[config.mk]
export PLATFORM = sky130hd
export DESIGN_NAME = qrs_queue
export DESIGN_NICKNAME = d
export VERILOG_FILES = /design/src/rtl/qrs_pkg.sv /design/src/rtl/qrs_queue.sv
export SDC_FILE = /design/constraint.sdc
export NUM_CORES = 1
export LEC_CHECK = 0
export BUFFER_PORTS_ARGS = -buffer_cell sky130_fd_sc_hd__buf_2
export CAP_MARGIN = 20
export CORE_ASPECT_RATIO = 1.2
export CORE_MARGIN = 5
export CORE_UTILIZATION = 58
export DETAILED_ROUTE_END_ITERATION = 8
export GPL_TIMING_DRIVEN = 0
export PLACE_DENSITY = 0.78
export SYNTH_ARGS = -nofsm -noshare
export SYNTH_HDL_FRONTEND = slang
export SYNTH_SLANG_ARGS = --single-unit
[constraint.sdc]
create_clock -name clock -period 2.1 [get_ports clock]
set_input_delay 0.105 -clock clock [delete_from_list [all_inputs] [get_ports clock]]
set_output_delay 0.105 -clock clock [all_outputs]
set_load 0.005 [all_outputs]
[src/rtl/qrs_pkg.sv]
// shared types and constants of the quadratic root solver
`timescale 1ns / 1ps
`default_nettype none
package qrs_pkg;

   localparam int ROOT_WIDTH   = 34;
   localparam int STATUS_WIDTH = 2;
   localparam int QUEUE_DEPTH  = 8;

   localparam logic [STATUS_WIDTH-1:0] ST_NO_ROOTS = 2'd0;
   localparam logic [STATUS_WIDTH-1:0] ST_REPEATED = 2'd1;
   localparam logic [STATUS_WIDTH-1:0] ST_DISTINCT = 2'd2;
   localparam logic [STATUS_WIDTH-1:0] ST_A_ZERO   = 2'd3;

   // classification that travels with each item from front to back
   typedef struct packed {
      logic [STATUS_WIDTH-1:0] status;
      logic                    neg_a;
      logic                    neg_b;
   } qrs_flags_type;

endpackage
`default_nettype wire

[src/rtl/qrs_queue.sv]
// small first-in first-out queue between front and back
`timescale 1ns / 1ps
`default_nettype none
module qrs_queue import qrs_pkg::*; #(
   parameter int WIDTH = 8
) (
   input  wire logic                           clock,
   input  wire logic                           reset,
   input  wire logic                           push,
   input  wire logic [WIDTH-1:0]               push_data,
   input  wire logic                           pop,
   output logic                                head_valid,
   output logic [WIDTH-1:0]                    head_data,
   output logic [$clog2(QUEUE_DEPTH+1)-1:0]    count
);

   localparam int AW = $clog2(QUEUE_DEPTH);

   logic [WIDTH-1:0] entry_ff [0:QUEUE_DEPTH-1];
   logic [AW-1:0]    wr_ff, wr_in, rd_ff, rd_in;
   logic [$clog2(QUEUE_DEPTH+1)-1:0] cnt_ff, cnt_in;

   assign wr_in  = push ? wr_ff + 1'b1 : wr_ff;
   assign rd_in  = pop ? rd_ff + 1'b1 : rd_ff;
   assign cnt_in = cnt_ff + {{($bits(cnt_ff)-1){1'b0}}, push}
                          - {{($bits(cnt_ff)-1){1'b0}}, pop};

   always_ff @(posedge clock) begin
      if (reset) begin
         wr_ff  <= '0;
         rd_ff  <= '0;
         cnt_ff <= '0;
      end else begin
         wr_ff  <= wr_in;
         rd_ff  <= rd_in;
         cnt_ff <= cnt_in;
      end
   end

   always_ff @(posedge clock) begin
      if (push) begin
         entry_ff[wr_ff] <= push_data;
      end
   end

   assign head_valid = (cnt_ff != '0);
   assign head_data  = entry_ff[rd_ff];
   assign count      = cnt_ff;

endmodule
`default_nettype wire

Word-level counts from Yosys, hierarchy flattened
Memory sizes are Yosys's and may differ from the RTL's. A register that Yosys moved wholly into a read port is not among the register bits.
Index checks and enable logic that the tools add are counted.
{"block": "totals", "reg_bits": 10, "mem_bits_rw": 64, "in_bits": 12, "wordCells": 13, "n_memories": 1}
{"memory": "entry_ff", "depth": 8, "width": 8, "read_ports": 1, "rd_ports_with_merged_regs": 1, "write_ports": 1, "line_no": "qrs_queue.sv:19", "text": "logic [WIDTH-1:0] entry_ff [0:QUEUE_DEPTH-1];"}
{"block": "classes", "n_addsub": 4, "n_mux": 4, "reduce_logical": 1}
{"cell": "$add A3 B1 Y3 const B", "count": 2}
{"cell": "$mux W3", "count": 2}
{"cell": "$add A4 B1 Y4", "count": 1}
{"cell": "$reduce_bool A4 Y1", "count": 1}
{"cell": "$sub A4 B1 Y4", "count": 1}
{"cell": "$mux W1", "count": 2}

Logic depth before layout (Yosys ltp)
{"block": "depth", "word_depth": 3, "mapped_depth": 8, "mapped_depth_nobuf": 8}

Worst setup path before layout
OpenSTA, ideal clock, no wires.
{"block": "synth_timing", "kind": "reg2reg", "from": "register cnt_ff[0], in the netlist count[0]", "to": "register cnt_ff[2], in the netlist count[2]", "t_arrival_ns": 1.421, "t_required_ns": 1.972, "slack_ns": 0.552, "path_stages_with_launch": 9, "path_cell_list": "dfxtp_1 > inv_1 > ha_1 > inv_1 > ha_1 > inv_1 > fa_1 > xor2_1 > nor2_1"}
{"block": "synth_via", "elab_chain_cells": 2}
{"item": "start, declared", "line_no": "qrs_queue.sv:21", "text": "logic [$clog2(QUEUE_DEPTH+1)-1:0] cnt_ff, cnt_in;"}
{"item": "start signal, assigned", "line_no": "qrs_queue.sv:36", "text": "cnt_ff <= cnt_in;"}
{"item": "$add A4 B1 Y4", "line_no": "qrs_queue.sv:25", "text": "assign cnt_in = cnt_ff + {{($bits(cnt_ff)-1){1'b0}}, push}"}
{"item": "$sub A4 B1 Y4", "line_no": "qrs_queue.sv:26", "text": "- {{($bits(cnt_ff)-1){1'b0}}, pop};"}
Every way passes these cells.
A chain may end at the register's enable or synchronous reset.

==> out/summary.json <==
{
  "critical_path": {
    "timing.critical_path.to_type": "output pin",
    "timing.critical_path.slowest_stage_cell": "sky130_fd_sc_hd__mux4_1",
    "crit_type": "flip-flop to output pin",
    "critical_path_peak_fanout": 10,
    "max_incr_delay_on_cp_ns": 0.55,
    "cp_cell_sequence": "buf_6, buf_12, mux4_1, mux2_2, buf_2",
    "cp.required_ns": 2.00,
    "worstRegToRegCells": 8,
    "critical_path_arrival_ns": 1.92,
    "startpoint_type": "flip-flop"
  },
  "synthesis": {
    "postSynthAreaPerCell_sq_um": 19.13,
    "post_synth_main_area_contributors": "sky130_fd_sc_hd__edfxtp_1 62%, sky130_fd_sc_hd__mux4_1 13%, sky130_fd_sc_hd__dfxtp_1 8.5%",
    "post_synth_num_cell_types": 24,
    "synthDominantAreaCellType": "sky130_fd_sc_hd__edfxtp_1",
    "yosys_warnings": 0,
    "netlist_instances": 161,
    "postSynthRegisterBits": 77,
    "synth_nets": 181,
    "syn_area_sq_um": 3079,
    "synth_top_cell_area_share_pct": 62.41,
    "proportion_of_synthesized_chip_area_in_sequential_cells_pct": 70.87
  },
  "timing": {
    "worstMarginPinSlew_ns": 0.9030,
    "finalMaxSlewViolations": 0,
    "hold_ws_ns": 0.03449,
    "timing.final.crit_period_ns": 2.028,
    "setup_viol": 0,
    "finalCritPeriodShare_pct": 96.58,
    "hold_viol": 0,
    "timing.clock.skew_ns": 0.01135,
    "unrepaired_setup_endpoints_after_global_routing": "false",
    "fin_setup_tns_ns": 0,
    "clock.fmax_mhz": 493.0,
    "worst_slack_ns": 0.07178,
    "timing.slew.headroom_pct": 39.58
  },
  "placement": {
    "post_dp_cell_area_sq_um": 3287,
    "finalWeightedCongestion": 0.7105,
    "buffer_ports.inserted": 24,
    "pre_cts_slack_ns": 0.2790,
    "dp_cell_count": 249,
    "half_perimeter_wire_length_of_the_detailed_placement_result_microns": 3458
  },
  "pwr": {
    "cellPowerDensity_nw_per_um2": 904.2,
    "cellLeakagePower_nw": 1.264,
    "ir_drop_mv": 0.6715,
    "power.total_mw": 3.165
  },
  "global_routing": {
    "antenna_violations_before_repair": 0,
    "overflow": 0,
    "via_count_of_the_first_global_routing_pass": 1597,
    "gr-usage-all-layers_pct": 15.52,
    "grt_start_max_net_pins": 12,
    "grt_pass1_wl_microns": 7928
  },
  "floorplan": {
    "die_y_microns": 89.82,
    "row_count": 29,
    "die_w_microns": 76.52,
    "initial_core_util_pct": 58.93,
    "ios": 25,
    "core_area_sq_um": 5225,
    "dieArea_sq_um": 6872
  },
  "clock_network": {
    "tritoncts_clock_tree": "yes",
    "number_of_levels_the_h_tree_was_split_into": 3,
    "clockRootBuffer": "sky130_fd_sc_hd__clkbuf_8",
    "clk_transition_reported_paths_ns": 0.07,
    "holdBufCountCts": 0,
    "clk_path_buf_depth": 2,
    "clk_latency_worst_skew_pair_ns": 0.34,
    "cts_inserted_buffers": 9,
    "clock_sink_count": 77
  },
  "hold_path": {
    "hold_path_cell_cnt": 1,
    "hp-class": "input port to flip-flop"
  },
  "cells_and_area": {
    "syn2layout_area_growth_pct": 13.69,
    "finalInstanceArea_sq_um": 3501,
    "finish.cell_count_without_fillers": 270,
    "drive_gt1_share_pct": 27.88,
    "n_antenna_cell": 0,
    "final_util_pct": 67.00,
    "final_net_count": 223
  },
  "route": {
    "drtIter0Drc": 78,
    "postRouteAntennaNets": 0,
    "route.vias.total": 1491,
    "vias_per_cell": 5.522,
    "routed_wire_length_microns": 5004,
    "post_drt_wl_per_cell_microns": 18.53,
    "drt_pre_antenna_iters": 4,
    "drc": 0
  },
  "run": {
    "max_cap_violations": 0
  },
  "run_status": {
    "status": "completed"
  }
}
==> Yosys cell counts <==
cell type / count
sky130_fd_sc_hd__nand3_1: 2
sky130_fd_sc_hd__fa_1: 1
sky130_fd_sc_hd__buf_12: 1
sky130_fd_sc_hd__nor3_1: 2
sky130_fd_sc_hd__clkbuf_1: 2
sky130_fd_sc_hd__edfxtp_1: 64
sky130_fd_sc_hd__nand2b_1: 4
sky130_fd_sc_hd__nor2b_1: 1
sky130_fd_sc_hd__a31o_2: 1
sky130_fd_sc_hd__buf_1: 1
sky130_fd_sc_hd__mux2i_1: 2
sky130_fd_sc_hd__mux4_2: 1
sky130_fd_sc_hd__dfxtp_1: 13
sky130_fd_sc_hd__buf_6: 1
sky130_fd_sc_hd__nand2_1: 4
sky130_fd_sc_hd__a21oi_1: 2
sky130_fd_sc_hd__mux4_1: 15
sky130_fd_sc_hd__nor2_1: 16
sky130_fd_sc_hd__ha_1: 7
sky130_fd_sc_hd__xnor2_1: 2
sky130_fd_sc_hd__buf_2: 1
sky130_fd_sc_hd__inv_1: 7
sky130_fd_sc_hd__xor2_1: 3
sky130_fd_sc_hd__mux2_2: 8
==> state kept, by name, indices dropped and copies added (netlist names), named ones only <==
signal / cells
count: 4
rd_ff: 3
wr_ff: 3
entry_ff: 64
==> final timing paths <==
kind	startpoint	end	slack, ns
max	flip-flop	head_data[7]	0.07
min	push_data[6]	entry_ff[1][6]$_DFFE_PP_	0.03
max reg2reg	count[0]$_SDFF_PP0_	count[2]$_SDFF_PP0_	0.41
min reg2reg	wr_ff[2]$_SDFFE_PP0P_	wr_ff[2]$_SDFFE_PP0P_	0.54
==> worst max-delay path: cells and delay by family, from the launching register on <==
| kind | cells | cell delay [ns] |
|---|---|---|
| flops | 1 | 0.33 |
| buf+inv | 3 | 0.42 |
| mux | 2 | 0.84 |
==> cells in the final DEF, fill, tap and decap left out, drive strengths merged, types with 2 or more instances in the layout <==
master / count
xor2: 3
xnor2: 2
edfxtp: 64
clkbuf: 16
inv: 7
mux2i: 2
mux4: 16
nand2b: 4
buf: 36
nand2: 4
mux2: 8
nand3: 2
a21oi: 2
dfxtp: 13
nor3: 2
ha: 7
nor2: 16
==> per-layer routing <==
metal / part of all wire [%] / track usage, %
met3: 4.4 / 5.300
met1: 39 / 17.41
met2: 55 / 26.79
met4: 1.5 / 6.414
met5: 0 / 0
==> cell type report <==
type	instances	area, sq um
buffer	5	43.79
clock buffer	15	166.4
timing repair buffer	32	175.2
tap	62	77.57
fill	360	1724
clock inverter	1	5.005
sequential	77	2183
inverter	7	26.28
multi-input combinational	71	823.3
==> where the power goes <==
part	switching [mW]	leakage (nW)	internal, mW	total [mW]
combinational	0.216	0.488	0.230	0.446
clock	0.462	0.0877	0.494	0.956
sequential	0.0384	0.689	1.72	1.76
total	0.716	1.26	2.45	3.17
==> cells by family (layout without fill, tap and decap cells) <==
family	Yosys count	in the layout	synth area share, %
flip-flops	77	77	70.87
AND/OR/NAND/NOR	29	29	4.104
multiplexers	26	26	17.11
buffers and inverters	13	60	2.397
adder cells (fa/ha/maj)	8	8	3.494
XOR/XNOR	5	5	1.422
AO/OA/AOI/OAI	3	3	0.6096
==> repair_timing <==
item	CTS	global route
setup buffers	0	6
pin swaps	0	0
resized for setup	0	1
endpoints found under the setup margin	8	7
Note: power is estimated with default switching activity, not from simulation.
