===== src/rtl/qrs_pkg.sv =====
// shared types and constants of the quadratic root solver
`timescale 1ns / 1ps
`default_nettype none
package qrs_pkg;

   localparam int ROOT_WIDTH   = 34;
   localparam int STATUS_WIDTH = 2;
   localparam int QUEUE_DEPTH  = 8;

   localparam logic [STATUS_WIDTH-1:0] ST_NO_ROOTS = 2'd0;
   localparam logic [STATUS_WIDTH-1:0] ST_REPEATED = 2'd1;
   localparam logic [STATUS_WIDTH-1:0] ST_DISTINCT = 2'd2;
   localparam logic [STATUS_WIDTH-1:0] ST_A_ZERO   = 2'd3;

   // classification that travels with each item from front to back
   typedef struct packed {
      logic [STATUS_WIDTH-1:0] status;
      logic                    neg_a;
      logic                    neg_b;
   } qrs_flags_type;

endpackage
`default_nettype wire


===== src/rtl/qrs_front.sv =====
// front end: magnitudes, products, discriminant and classification
`timescale 1ns / 1ps
`default_nettype none
module qrs_front import qrs_pkg::*; #(
   parameter int COEF_WIDTH = 16
) (
   input  wire logic                    clock,
   input  wire logic                    reset,
   input  wire logic                    in_valid,
   input  wire logic [COEF_WIDTH-1:0]   in_a,
   input  wire logic [COEF_WIDTH-1:0]   in_b,
   input  wire logic [COEF_WIDTH-1:0]   in_c,
   output logic [2:0]                   busy,
   output logic                         out_valid,
   output qrs_flags_type                out_flags,
   output logic [2*COEF_WIDTH:0]        out_disc,
   output logic [COEF_WIDTH-1:0]        out_mag_a,
   output logic [COEF_WIDTH-1:0]        out_mag_b
);

   localparam int CW = COEF_WIDTH;
   localparam int DW = 2 * CW + 1;

   logic          v1_ff, v2_ff, v3_ff;
   logic [CW-1:0] a1_ff, b1_ff, c1_ff;

   logic          na, nb, nc;
   logic [CW-1:0] ma, mb, mc;

   logic          na2_ff, nb2_ff, nc2_ff;
   logic [CW-1:0] ma2_ff, mb2_ff;
   logic [2*CW-1:0] b2_ff, q_ff;

   logic [2*CW+1:0] q4, b2x, dsum, ddif;
   qrs_flags_type   fl_in, fl3_ff;
   logic [DW-1:0]   d_in, d3_ff;
   logic [CW-1:0]   ma3_ff, mb3_ff;

   assign na = a1_ff[CW-1];
   assign nb = b1_ff[CW-1];
   assign nc = c1_ff[CW-1];
   assign ma = na ? (~a1_ff + 1'b1) : a1_ff;
   assign mb = nb ? (~b1_ff + 1'b1) : b1_ff;
   assign mc = nc ? (~c1_ff + 1'b1) : c1_ff;

   always_ff @(posedge clock) begin
      if (reset) begin
         v1_ff <= 1'b0;
         v2_ff <= 1'b0;
         v3_ff <= 1'b0;
      end else begin
         v1_ff <= in_valid;
         v2_ff <= v1_ff;
         v3_ff <= v2_ff;
      end
   end

   always_ff @(posedge clock) begin
      a1_ff  <= in_a;
      b1_ff  <= in_b;
      c1_ff  <= in_c;
      na2_ff <= na;
      nb2_ff <= nb;
      nc2_ff <= nc;
      ma2_ff <= ma;
      mb2_ff <= mb;
      b2_ff  <= mb * mb;
      q_ff   <= ma * mc;
      fl3_ff <= fl_in;
      d3_ff  <= d_in;
      ma3_ff <= ma2_ff;
      mb3_ff <= mb2_ff;
   end

   assign q4   = {q_ff, 2'b00};
   assign b2x  = {2'b00, b2_ff};
   assign dsum = b2x + q4;
   assign ddif = b2x - q4;

   // opposite signs of a and c add to the discriminant
   always_comb begin
      fl_in.neg_a = na2_ff;
      fl_in.neg_b = nb2_ff;
      priority if (ma2_ff == '0) begin
         fl_in.status = ST_A_ZERO;
         d_in         = '0;
      end else if ((q_ff != '0) && (na2_ff != nc2_ff)) begin
         fl_in.status = ST_DISTINCT;
         d_in         = dsum[DW-1:0];
      end else if (b2x < q4) begin
         fl_in.status = ST_NO_ROOTS;
         d_in         = '0;
      end else if (b2x == q4) begin
         fl_in.status = ST_REPEATED;
         d_in         = '0;
      end else begin
         fl_in.status = ST_DISTINCT;
         d_in         = ddif[DW-1:0];
      end
   end

   assign busy      = {v3_ff, v2_ff, v1_ff};
   assign out_valid = v3_ff;
   assign out_flags = fl3_ff;
   assign out_disc  = d3_ff;
   assign out_mag_a = ma3_ff;
   assign out_mag_b = mb3_ff;

endmodule
`default_nettype wire


===== config.mk =====
export PLATFORM = sky130hd
export DESIGN_NAME = qrs_front
export DESIGN_NICKNAME = d
export VERILOG_FILES = /design/src/rtl/qrs_pkg.sv /design/src/rtl/qrs_front.sv
export SDC_FILE = /design/constraint.sdc
export NUM_CORES = 1
export LEC_CHECK = 0
export BUFFER_PORTS_ARGS = -buffer_cell sky130_fd_sc_hd__clkbuf_2
export CAP_MARGIN = 40
export CORE_AREA = 3 3 224 226
export CTS_BUF_LIST = sky130_fd_sc_hd__clkbuf_16
export DETAILED_ROUTE_END_ITERATION = 12
export DIE_AREA = 0 0 227 229
export GPL_TIMING_DRIVEN = 1
export MAX_ROUTING_LAYER = met4
export PLACE_DENSITY = 0.72
export SYNTH_ARGS = -nofsm -noshare
export SYNTH_HDL_FRONTEND = slang
export SYNTH_SLANG_ARGS = --single-unit

===== constraint.sdc =====
create_clock -name clock -period 7.9 [get_ports clock]
set_input_delay 1.58 -clock clock [delete_from_list [all_inputs] [get_ports clock]]
set_output_delay 1.58 -clock clock [all_outputs]
set_load 0.1 [all_outputs]

After elaboration in Yosys (flattened, before gate mapping)
Index checks and enable logic that the tools add are counted.

Input bits: 51. Output and inout bits: 73. Register bits after elaboration: 219.

Mux-type cells: 9. Multiply operators: 2. Add/sub/neg operators: 5. Eq/ne operators: 2. Reductions and logical operators: 4. Bitwise operators: 3. $lt $le $gt $ge: 1.

Operator list (number): 33-bit two-way mux (3); 16-bit by 16-bit multiplier with 32-bit output (2); 16-bit by 1-bit adder with 16-bit output, second input constant (3); 16-bit two-way mux (3); 16-bit inverter (3); 32-bit by 34-bit equality test with 1-bit output (1); 32-bit by 34-bit less-than comparator with 1-bit output (1); 32-bit by 33-bit adder with 33-bit output (1); 32-bit by 33-bit subtractor with 33-bit output (1); 32-bit nonzero test (1); 16-bit zero test (1); 2-bit two-way mux (2); 2-bit OR reduction (1); 1-bit logical AND (1); 1-bit two-way mux (1); 1-bit inequality test (1).

Depth between registers and ports, before layout
Gate-level depths: netlist (run 1).

Depth in word-level cells: 4. Gate-level depth with buffers: 31. Gate-level depth less buffers: 30.

Worst setup path before layout (run 1)
OpenSTA, ideal clock, no wires.

Path kind: register to register. From: reg b1_ff[0]. To: reg b2_ff[31]. Path slack: 0.284 ns. Cell stages (with the launch flop): 30. Clock period less this slack: 7.616 ns. Required time: 7.782 ns. Arrival: 7.498 ns. Path through: dfxtp_1 -> inv_1 -> clkbuf_1 -> ha_1 -> nand2_1 -> o21a_1 -> xnor2_1 -> clkinv_1 -> nand2_1 -> inv_1 -> fa_1 -> inv_1 -> fa_1 -> inv_1 -> fa_1 -> fa_1 -> fa_1 -> inv_1 -> fa_1 -> inv_1 -> ha_1 -> and4_1 -> a21oi_1 -> o21ai_1 -> a31oi_2 -> o2111a_1 -> o21ai_1 -> a311o_1 -> a221o_1 -> xnor2_1.

Longest elaborated chain between the ends: 4.

Ends and longest elaborated chain: start, declared (RTL line qrs_front.sv:25) `logic [CW-1:0] a1_ff, b1_ff, c1_ff;`; start signal, assigned (RTL line qrs_front.sv:60) `b1_ff <= in_b;`; 16-bit inverter (RTL line qrs_front.sv:43) `assign mb = nb ? (~b1_ff + 1'b1) : b1_ff;`; 16-bit by 1-bit adder with 16-bit output (RTL line qrs_front.sv:43); 16-bit two-way mux (RTL line qrs_front.sv:43); via mb[10] (RTL line qrs_front.sv:28) `logic [CW-1:0] ma, mb, mc;`; 16-bit by 16-bit multiplier with 32-bit output (RTL line qrs_front.sv:67) `b2_ff <= mb * mb;`; end signal, assigned (RTL line qrs_front.sv:67); end, declared (RTL line qrs_front.sv:32) `logic [2*CW-1:0] b2_ff, q_ff;`.

The timed path passes the listed nets, and every way through them passes these cells. A chain may end at the register's enable or synchronous reset.

Worst setup path after layout (run 1)
From: reg a1_ff[0]. To: reg q_ff[31].

Longest elaborated chain between the ends: 4.

Ends and longest elaborated chain: start, declared (RTL line qrs_front.sv:25); start signal, assigned (RTL line qrs_front.sv:59) `a1_ff <= in_a;`; 16-bit inverter (RTL line qrs_front.sv:42) `assign ma = na ? (~a1_ff + 1'b1) : a1_ff;`; 16-bit by 1-bit adder with 16-bit output (RTL line qrs_front.sv:42); 16-bit two-way mux (RTL line qrs_front.sv:42); via ma[12] (RTL line qrs_front.sv:28); 16-bit by 16-bit multiplier with 32-bit output (RTL line qrs_front.sv:68) `q_ff <= ma * mc;`; end signal, assigned (RTL line qrs_front.sv:68); end, declared (RTL line qrs_front.sv:32).

The timed path passes the listed nets, and every way through them passes these cells.

==> results summary, run 1 <==
STA classifies the critical path endpoint as a flip-flop. The number of iterations in the first detailed-routing pass came out at 5. The transition at the pin with the smallest max-transition slack is 0.817 ns. The later-pin clock latency in the skew report is 0.56 ns. The mean instance size in the synthesized netlist came out at around 9 um^2. The placer's final routability congestion estimate came out at between 0.9 and 1.

The total wire length after detailed routing came out at 64900 um. The post-route worst setup slack came out at between 0.3 and 0.4 ns. Max-cap violations in this run came to 0. The synthesis-to-layout area growth came out at 11.7%. The number of flip-flops in the largest register is 33. The overall global routing resource usage is 26.5%. Entering global routing, the biggest net connects 30 pins. The number of nets at the end of the flow is 3534. The number of distinct library cells after synthesis came out at 94.

The number of top-level design ports came out at 124. The number of global-route vias before repair came out at 20.2k. The die is about 230 um tall.

The count of final setup violators is 0. During synthesis, Yosys emitted a total of 0 warnings. The initial antenna violation count is 2. Following the worst setup path forward leads to its endpoint at q_ff[31]$_DFF_P_. TritonCTS built the clock tree. The buffer depth of the longest clock path is 3.

The startpoint identified for the worst register-to-register timing path is a1_ff[0]$_DFF_P_. The post-place setup slack is 0.203 ns. The flow ran to the end, and the final reports show no timing, DRC or antenna violations. For this design, the slowest cell found on the critical path is sky130_fd_sc_hd__fa_1. The synthesis-stage register bit count came out at 217. The reg-to-reg endpoint is q_ff[31]$_DFF_P_.

The worst hold slack is 0.327 ns. The HPWL after detailed placement came out at 54200 um. The setup TNS is 0 ns. The total number of placement rows is 81.

The number of enable-type register cells in the synthesized netlist came out at 0. The worst setup path is launched from a flip-flop. After floorplanning, the core was sized to cover 48500 um^2.

The aggregate global routing overflow is 0. The clock arrives with 0.0157 ns of skew. The clock tree root buffer cell is sky130_fd_sc_hd__clkbuf_16. The total non-filler cell area in the finished layout came out at 26900 um^2.

In the layout the commonest cells are sky130_fd_sc_hd__inv_1, sky130_fd_sc_hd__fa_1, sky130_fd_sc_hd__ha_1, sky130_fd_sc_hd__nor2_1, sky130_fd_sc_hd__nand2_1. The classification of the worst setup path is reg -> reg. The H-tree level count came out at 1. The combined area of all synthesized cells is ~24000 um^2. The count of routing violations after the opening detailed-route iteration is 1388.

The required time reported for the critical path endpoint is 8.34 ns. The shortest period the worst path allows is 7.51 ns. The delay contributed by the slowest stage of the critical path came out at ~0.52 ns. The starting density of the core came out at 49.6%.

After synthesis, the share of flip-flops with an asynchronous set or reset is 0%. In the final routed layout, each cell accounts on average for 18.5 um. The via count is approximately 19k. The most critical setup path has its startpoint at a1_ff[0]$_DFF_P_. The count of port buffers added during placement came out at 123.

In this run the most critical hold path is launched from mb2_ff[9]$_DFF_P_. The number of buffers created by CTS is 27. Leaving out fill and tap cells, the most frequent cell in the layout is sky130_fd_sc_hd__inv_1. The post-synthesis sequential area ratio came out at 18.0%. In this run the register-to-register setup slack is 0.39 ns. The count of clock tree sinks is roughly 220. The first-pass GRT wire length is 106000 um. Of the cells placed in the final design, the portion with a size suffix greater than 1 is 11.2%. The remaining antenna violation count after routing is 0.

The detailed-route DRC error count came out at 0. For the worst flop-to-flop path, the logic depth is 29. The endpoint arrival time on the critical path came out at 7.95 ns.

The hold-fix buffer count after cts is 0. For this run, the leading register cell type out of synthesis is sky130_fd_sc_hd__dfxtp_1. The final worst-path cycle share is 95.0%.

After clock tree synthesis, the clock-pin slew on the worst setup and hold paths is 0.07 ns. By instance count, the cell type seen most on the critical path is sky130_fd_sc_hd__fa_1. Summing all placed instances gives a cell area of 25900 um^2. In this run the tightest slew margin relative to its limit is 45.2%.

The synthesized instance count came out at between 2k and 3k. The final max-slew violation count is 0. The die span in x came out at 227 um. Along the worst path, the maximum fanout reaches 12. After detailed routing, the number of vias per cell comes to 5.43. The die covers 52000 um^2. The count of final hold-check violations came out at 0. The worst hold path belongs to the class reg -> reg. Timing would allow up to 0.133 GHz.
==> per-layer routing <==
metal | part of all wire (%) | up-vias | GRT usage (%)
li1 | - | 8837 | -
met1 | 43 | 9347 | 35.4
met2 | 45 | 722 | 40.1
met3 | 9.2 | 126 | 6.42
met4 | 3.0 | 0 | 7.83
met5 | 0 | - | -
==> what timing repair did <==
| action | CTS | global route |
|---|---|---|
| endpoints found under the hold margin | 0 | 0 |
| setup endpoints to repair | 0 | 7 |
| buffers inserted | 0 | 7 |
| gates resized for setup | 0 | 23 |
==> cells in the mapped netlist, types with 5 or more instances <==
library cell | instances | area share [%]
sky130_fd_sc_hd__nand3_1 | 19 | 0.39
sky130_fd_sc_hd__buf_6 | 5 | 0.23
sky130_fd_sc_hd__nand4_1 | 8 | 0.21
sky130_fd_sc_hd__o22a_1 | 14 | 0.51
sky130_fd_sc_hd__o21a_1 | 19 | 0.59
sky130_fd_sc_hd__and3_1 | 5 | 0.13
sky130_fd_sc_hd__o21ai_0 | 49 | 1.0
sky130_fd_sc_hd__and2_1 | 11 | 0.29
sky130_fd_sc_hd__xor2_1 | 45 | 1.6
sky130_fd_sc_hd__nor2b_1 | 21 | 0.55
sky130_fd_sc_hd__o211ai_1 | 6 | 0.19
sky130_fd_sc_hd__o21bai_1 | 25 | 0.78
sky130_fd_sc_hd__buf_2 | 16 | 0.33
sky130_fd_sc_hd__dfxtp_1 | 217 | 18
sky130_fd_sc_hd__a21o_1 | 39 | 1.2
sky130_fd_sc_hd__fa_1 | 359 | 30
sky130_fd_sc_hd__o21ai_1 | 8 | 0.17
sky130_fd_sc_hd__ha_1 | 263 | 14
sky130_fd_sc_hd__o31ai_1 | 11 | 0.34
sky130_fd_sc_hd__a211oi_1 | 7 | 0.22
sky130_fd_sc_hd__nor3_1 | 24 | 0.50
sky130_fd_sc_hd__a31oi_1 | 6 | 0.16
sky130_fd_sc_hd__o41ai_1 | 6 | 0.22
sky130_fd_sc_hd__inv_2 | 7 | 0.11
sky130_fd_sc_hd__or2_2 | 5 | 0.13
sky130_fd_sc_hd__nand2b_1 | 21 | 0.55
sky130_fd_sc_hd__a221oi_1 | 21 | 0.76
sky130_fd_sc_hd__or3_1 | 12 | 0.31
sky130_fd_sc_hd__xnor2_1 | 63 | 2.3
sky130_fd_sc_hd__inv_1 | 538 | 8.4
sky130_fd_sc_hd__a221o_1 | 6 | 0.25
sky130_fd_sc_hd__nor4_1 | 20 | 0.52
sky130_fd_sc_hd__clkinv_1 | 13 | 0.20
sky130_fd_sc_hd__a21oi_1 | 124 | 2.6
sky130_fd_sc_hd__nand2_1 | 256 | 4.0
sky130_fd_sc_hd__o31a_1 | 7 | 0.25
sky130_fd_sc_hd__clkbuf_1 | 35 | 0.55
sky130_fd_sc_hd__nor2_1 | 260 | 4.1
==> cell families after synthesis <==
group	count (synthesis)	synth area share [%]
other	2	0.0312
xor gates and xnor gates	110	4.11
buffers and inverters	620	9.98
adders and majority gates	622	43.5
muxes	2	0.0831
AOI/OAI and AO/OA	409	11.7
and+or+nand+nor	686	12.5
DFF	217	18.0
==> critical path: cells and delay by family, from the launching register on <==
family	cells	cell delay (ns)
xor+xnor	2	0.36
compound gates	6	1.12
simple gates	6	1.34
fa+ha+maj	8	3.45
buf+inv	7	0.71
flops	1	0.37
==> how the worst min path moves through the flow <==
stage,to,slack (ns),cells past startpoint
floorplan,out_flags[0]$_DFF_P_,0.31,0
global placement,out_mag_b[4]$_DFF_P_,0.31,0
detailed placement,out_mag_b[14]$_DFF_P_,0.31,0
CTS,out_mag_b[9]$_DFF_P_,0.33,0
global route,out_mag_b[3]$_DFF_P_,0.33,0
finish,out_mag_b[9]$_DFF_P_,0.33,0
==> through the flow <==
step	util (%)	std cells
floorplan	-	2678
global placement	53.3	3447
detailed placement	53.3	3447
CTS	55.1	3496
global route	55.4	3504
finish	55.4	3505
==> cell type report <==
type | count | area [um^2]
fillers | 4384 | 21700
multi-input cells | 1841 | 17400
flip-flops and latches | 217 | 4350
inverters | 559 | 2110
repair buffers | 215 | 1310
well taps | 622 | 778
clock buffers | 27 | 676
clock inverters | 22 | 225
diodes | 2 | 5.00
Power of run 1 is left out: the tool's default activity adds up to more than one toggle a clock period on the data nets, which glitch-free logic cannot reach.
==> run 2, diff against run 1 <==
--- a/config.mk
+++ b/config.mk
@@ -8,7 +8,7 @@
 export BUFFER_PORTS_ARGS = -buffer_cell sky130_fd_sc_hd__clkbuf_2
 export CAP_MARGIN = 40
 export CORE_AREA = 3 3 224 226
-export CTS_BUF_LIST = sky130_fd_sc_hd__clkbuf_16
+export CTS_BUF_LIST = sky130_fd_sc_hd__clkbuf_8
 export DETAILED_ROUTE_END_ITERATION = 12
 export DIE_AREA = 0 0 227 229
 export GPL_TIMING_DRIVEN = 1
==> results summary, run 2 (synthesized netlist as in run 1, its figures left out) <==
The worst hold slack came out at 0.321 ns. The worst setup skew after layout came out at 0.0359 ns. The overall global routing resource usage is 26.7%. The average wire per standard cell came out at 18.5 um.

The H-tree generated during clock tree synthesis spans 2 levels. The via count is between 15k and 20k. The number of iterations in the first detailed-routing pass came out at 7. Leaving out fill and tap cells, the most frequent cells in the layout are sky130_fd_sc_hd__inv_1, sky130_fd_sc_hd__fa_1, sky130_fd_sc_hd__ha_1, sky130_fd_sc_hd__nor2_1, sky130_fd_sc_hd__nand2_1. The critical path endpoint category is a flip-flop.

Setup repair after global routing could not meet its margin everywhere. The average vias per placed instance is 5.43. The post-place setup slack came out at 0.203 ns. Setup violations remaining at the end of the flow were counted as 0. On the critical path, the stage with the largest delay is an instance of sky130_fd_sc_hd__fa_1. The first-pass GRT wire length is 106000 um.

Compared with the post-synthesis result, the final layout area differs by 11.5%. Once placement completed, the tool counted placed cells totaling 3447. The share of final-layout standard cells stronger than drive strength 1 came out at 11.7%.

From bottom edge to top edge, the die measures 229 um. The HPWL after detailed placement is 54200 um. The final max-slew violation count came out at 0.

The number of nets at the end of the flow is 3548. The number of flip-flops in the largest register came out at 33. The delay contributed by the slowest stage of the critical path came out at 0.55 ns. The shortest period the worst path allows is 7.54 ns.

The remaining antenna violation count after routing came out at 0. The maximum clock rate came out at ~0.13 GHz. The number of cells on the worst hold path came out at 0.

The most critical setup path has its startpoint at a1_ff[0]$_DFF_P_. After the first detailed-routing iteration, the DRC count stood at 1485. The path length in cells of the critical path came out at 29. The final worst-path cycle share is 95.4%.

The critical path in this run is classified as reg -> reg. The number of global-route vias before repair is around 20k. Entering global routing, the biggest net connects 30 pins.

For the pin with the worst max-slew slack, the measured transition is 0.835 ns. The required time reported for the critical path endpoint is around 8.4 ns. Clock tree synthesis inserted a total of 41 buffers. The number of filler cells placed in the layout came out at 4421. The startpoint of the worst register-to-register path is a1_ff[0]$_DFF_P_. The detailed-route DRC error count is 0. The clock transition at the registers of the reported paths came out at approximately 0.070 ns. The startpoint identified for the worst hold timing path is mb2_ff[5]$_DFF_P_.

The clock tree root buffer cell is sky130_fd_sc_hd__clkbuf_8. The initial antenna violation count came out at 2. The die span in x came out at 227 um. In this run the tool buffered the top-level ports with 123 buffer cells. The initial utilization of the core area, before any placement, comes to 49.6%. The most common library cell in the layout ignoring fill and taps is sky130_fd_sc_hd__inv_1. At the worst endpoint, the arrival time is 8.05 ns.

The full die area is 52000 um^2. In this design, the critical path's most frequently occurring cell is sky130_fd_sc_hd__fa_1. Measured in cells, the most critical reg-to-reg path has a length of 29. After global routing the overflow that remains totals 0. The max-capacitance violation count is 0. For this design, the CTS-stage hold fixing added 0 buffers.

Setup slack closes at 0.362 ns. The total number of placement rows is 81. The total area inside the core boundary comes to approximately 49000 um^2. The total wire length after detailed routing is approximately 65000 um. The count of final hold-check violations came out at 0. The later-pin clock latency in the skew report is 0.60 ns. The number of top-level design ports came out at roughly 120. The worst hold path class is reg -> reg. The flow ran to the end, and the final reports show no timing, DRC or antenna violations. The number of standard cells in the layout, taps in and fillers out is around 3.5k. The worst relative slew slack came out at 43.9%.

The family with the most delay on the worst path is adder cells. The placer's final routability congestion estimate is 0.962. The worst setup path is launched from a flip-flop.

The longest clock path from root to sink contains 3 buffers. TritonCTS built the clock tree. In this run the worst path has a maximum fanout of 7. The count of buffering cells on the critical path with inverters included is 6.

The count of clock tree sinks came out at 217.
-- run 2: cell types whose count changed in the layout (fill, tap and decap cells not counted), moves of 2 or more --
cell | before | now
sky130_fd_sc_hd__clkinvlp_4 | 1 | 3
sky130_fd_sc_hd__clkinv_1 | 14 | 12
sky130_fd_sc_hd__clkbuf_16 | 27 | 0
sky130_fd_sc_hd__clkinv_2 | 0 | 8
sky130_fd_sc_hd__inv_6 | 8 | 2
sky130_fd_sc_hd__clkinv_4 | 5 | 0
sky130_fd_sc_hd__clkbuf_8 | 0 | 50
-- run 2: final cells by class --
type	instances	area [um^2]	share of cell area [%]
inverter	559	2110	7.85
clock inverter	19	176	0.657
tap	622	778	2.90
multi-input combinational	1841	17400	64.9
antenna	2	5.00	0.0186
clock buffer	50	688	2.56
sequential	217	4350	16.2
timing repair buffer	215	1310	4.88
-- run 2: worst register-to-register path: cells and delay by family (launching register included) --
| family | cells | cell delay [ns] |
|---|---|---|
| compound gates | 9 | 1.73 |
| xor+xnor | 2 | 0.38 |
| simple gates | 5 | 1.23 |
| buf+inv | 6 | 0.45 |
| fa+ha+maj | 7 | 3.29 |
| flops | 1 | 0.37 |
-- run 2: layer usage --
metal / track usage [%] / vias up / part of all wire, %
met3: 7.11 / 149 / 9.1
met5: - / - / 0
met4: 8.73 / 0 / 3.3
met2: 40.2 / 715 / 45
li1: - / 8865 / -
met1: 35.2 / 9428 / 43
-- run 2: stage by stage --
step | utilization (%) | TNS [ns] | cell area (um^2)
floorplan | - | 0 | 24100
global placement | 53.3 | 0 | 25900
detailed placement | 53.3 | 0 | 25900
CTS | 55.0 | 0 | 26700
global route | 55.3 | -0.0241 | 26800
finish | 55.3 | 0 | 26800
-- run 2: final timing paths --
check	end	slack [ns]
min reg2reg	out_mag_b[5]$_DFF_P_	0.32
max reg2reg	q_ff[31]$_DFF_P_	0.36
min	out_mag_b[5]$_DFF_P_	0.32
max	q_ff[31]$_DFF_P_	0.36
-- run 2: timing repair --
action,in CTS,in global routing
resized for setup,0,18
setup endpoints to repair,0,6
setup buffers,0,7
Power of run 2 is left out for the same reason.
==> run 3, diff against run 2 <==
--- a/config.mk
+++ b/config.mk
@@ -7,13 +7,14 @@
 export LEC_CHECK = 0
 export BUFFER_PORTS_ARGS = -buffer_cell sky130_fd_sc_hd__clkbuf_2
 export CAP_MARGIN = 40
-export CORE_AREA = 3 3 224 226
+export CORE_AREA = 3 3 315 317
 export CTS_BUF_LIST = sky130_fd_sc_hd__clkbuf_8
 export DETAILED_ROUTE_END_ITERATION = 12
-export DIE_AREA = 0 0 227 229
+export DIE_AREA = 0 0 318 320
 export GPL_TIMING_DRIVEN = 1
 export MAX_ROUTING_LAYER = met4
-export PLACE_DENSITY = 0.72
+export PLACE_DENSITY = 0.43
+export SLEW_MARGIN = 20
 export SYNTH_ARGS = -nofsm -noshare
 export SYNTH_HDL_FRONTEND = slang
 export SYNTH_SLANG_ARGS = --single-unit
==> results summary, run 3 (synthesized netlist as in run 1, its figures left out) <==
In this run the worst setup path terminates at q_ff[31]$_DFF_P_. The critical path is of the reg -> reg type. The launch point of the worst hold path is mb2_ff[2]$_DFF_P_. The library cell used most frequently in the layout, excluding fill and tap cells, is sky130_fd_sc_hd__inv_1. The count of cells in the finished layout, fillers not included, comes to 4195. The transition at the pin with the smallest max-transition slack is 0.847 ns. Entering global routing, the biggest net connects 30 pins. The number of placed instances, taps included came out at 4110. The average vias per placed instance is 4.43. The library cells used most frequently in the layout, excluding fill and tap cells, are sky130_fd_sc_hd__inv_1, sky130_fd_sc_hd__fa_1, sky130_fd_sc_hd__ha_1, sky130_fd_sc_hd__nor2_1, sky130_fd_sc_hd__nand2_1. The synthesis-to-layout area growth is 16.3%. The first-pass GRT wire length is ~110000 um. The maximum clock rate came out at 0.132 GHz. The share of final-layout standard cells stronger than drive strength 1 came out at 12.0%.

STA classifies the critical path endpoint as a flip-flop. The clock transition at the registers of the reported paths came out at 0.07 ns. The count of clock tree sinks is 217.

No sink is reached through more buffers than the 3 on the longest clock path. In this run the number of H-tree levels came out at 2. The number of nets at the end of the flow came out at 3556. TritonCTS built the clock tree.

The count of port buffers added during placement is 123. The run finished with clean final reports. The required time reported for the critical path endpoint came out at 8.46 ns.

The core footprint came out at a little under 100000 um^2. The die extent in y is between 300 and 400 um. Setup total negative slack on the finished layout was measured at 0 ns. The worst hold path was traced through 0 stages. The count of final hold-check violations came out at 0. The clock period could shrink to 7.55 ns. The die span in x came out at 318 um. The max-capacitance violation count came out at 0.

Setup repair after global routing left no endpoint under its margin. The remaining antenna violation count after routing came out at 0. Dividing the detail-routed wire length by the instance count gives ~17 um. The total number of placement rows came out at 114. For met1 alone, demand over resource in global routing was just under 20%. For this run, design rule violations remaining after detail routing come to 0. The HPWL after detailed placement came out at roughly 58000 um.

The endpoint arrival time on the critical path came out at 8.12 ns. The total wire length after detailed routing came out at roughly 70000 um. The critical path starts at a1_ff[2]$_DFF_P_. The register with the most flip-flops in the layout has 33 of them. The count of routing violations after the opening detailed-route iteration came out at 989. The final max-slew violation count came to 0. The worst setup path is launched from a flip-flop.

The placer's final routability congestion estimate is 0.846. The fraction of met2 tracks used by global routing is 23.2%. The first detailed-routing pass ran for 5 iterations. The routing usage on met3 is 2.28%. The root buffer cell chosen for the clock tree is sky130_fd_sc_hd__clkbuf_8. The startpoint identified for the worst register-to-register timing path is a1_ff[2]$_DFF_P_.

The reg-to-reg endpoint is q_ff[31]$_DFF_P_. The initial antenna violation count came out at 2. The starting density of the core came out at 24.9%. The slack of the worst reg-to-reg path came out at 0.35 ns. The global routing stage identified its most utilized layer as met2. Setup violations remaining at the end of the flow were counted as 0. The final worst-path cycle share came out at 95.6%. The number of top-level design ports is around 120.

The later-pin clock latency in the skew report came out at between 0.6 and 0.7 ns. After clock tree synthesis, the flow added hold-fix buffers numbering 0. For the final database, setup skew stands at 0.0313 ns. The total overflow left after global routing is 0. For the worst flop-to-flop path, the logic depth is 22.

In this run the worst path has a maximum fanout of 7. The full die area came out at 102000 um^2. The detailed router placed approximately 19k vias in this run. The number of global-route vias before repair came out at 19.9k. The number of buffers created by CTS is 42. The worst pin sits at a relative slew slack of around 43%. The overall global routing resource usage came out at between 10% and 20%. The tightest min-delay check is of the reg -> reg type.
==> run 3: final cells by class <==
| type | count | area, um^2 |
|---|---|---|
| antenna | 2 | 5.00 |
| timing repair buffer | 222 | 1400 |
| inverter | 559 | 2100 |
| clock inverter | 24 | 368 |
| clock buffer | 54 | 743 |
| tap | 1276 | 1600 |
| sequential | 217 | 4340 |
| multi-input combinational | 1841 | 17400 |
| fill | 10400 | 68600 |
==> run 3: critical path, stage by stage (launching register included) <==
cell,delay (ns)
sky130_fd_sc_hd__dfxtp_1,0.33
sky130_fd_sc_hd__or4_1,0.54
sky130_fd_sc_hd__or2_1,0.26
sky130_fd_sc_hd__or3_1,0.40
sky130_fd_sc_hd__or4b_1,0.62
sky130_fd_sc_hd__inv_6,0.08
sky130_fd_sc_hd__buf_4,0.20
sky130_fd_sc_hd__nand2_1,0.10
sky130_fd_sc_hd__fa_1,0.55
sky130_fd_sc_hd__inv_1,0.05
sky130_fd_sc_hd__fa_1,0.48
sky130_fd_sc_hd__fa_1,0.63
sky130_fd_sc_hd__fa_1,0.46
sky130_fd_sc_hd__fa_1,0.45
sky130_fd_sc_hd__ha_1,0.30
sky130_fd_sc_hd__ha_1,0.36
sky130_fd_sc_hd__a21o_1,0.18
sky130_fd_sc_hd__a21oi_1,0.27
sky130_fd_sc_hd__a21boi_1,0.43
sky130_fd_sc_hd__o31ai_4,0.14
sky130_fd_sc_hd__a221o_1,0.33
sky130_fd_sc_hd__a21oi_1,0.17
sky130_fd_sc_hd__xnor2_1,0.12
==> run 3: stage by stage <==
| stage | util [%] | area [um^2] | worst slack [ns] | hold WS (ns) |
|---|---|---|---|---|
| floorplan | - | 24100 | 0.284 | 0.310 |
| detailed placement | 27.7 | 26800 | 0.247 | 0.312 |
| CTS | 28.9 | 27900 | 0.191 | 0.308 |
| finish | 29.0 | 28000 | 0.345 | 0.313 |
| global placement | 27.7 | 26700 | 0.187 | 0.312 |
| global route | 29.0 | 28000 | 0.00820 | 0.326 |
==> run 3: layer usage <==
metal,vias to the layer above,wire length (um)
met1,9327,33000
met4,0,1110
li1,8874,-
met5,-,0
met3,62,3590
met2,341,32600
==> run 3: repair_timing <==
item | in CTS | in global routing
gates resized for setup | 0 | 16
endpoints found under the setup margin | 0 | 8
endpoints found under the hold margin | 0 | 0
buffers inserted | 0 | 4
==> run 3: worst min-delay path by stage <==
stage                      endpoint  slack, ns
5_1_grt        out_mag_b[2]$_DFF_P_       0.33
2_1_floorplan  out_flags[0]$_DFF_P_       0.31
4_1_cts        out_mag_b[2]$_DFF_P_       0.31
3_3_place_gp   out_mag_b[9]$_DFF_P_       0.31
3_5_place_dp   out_mag_b[2]$_DFF_P_       0.31
6_report       out_mag_b[2]$_DFF_P_       0.31
Power of run 3 is left out for the same reason.
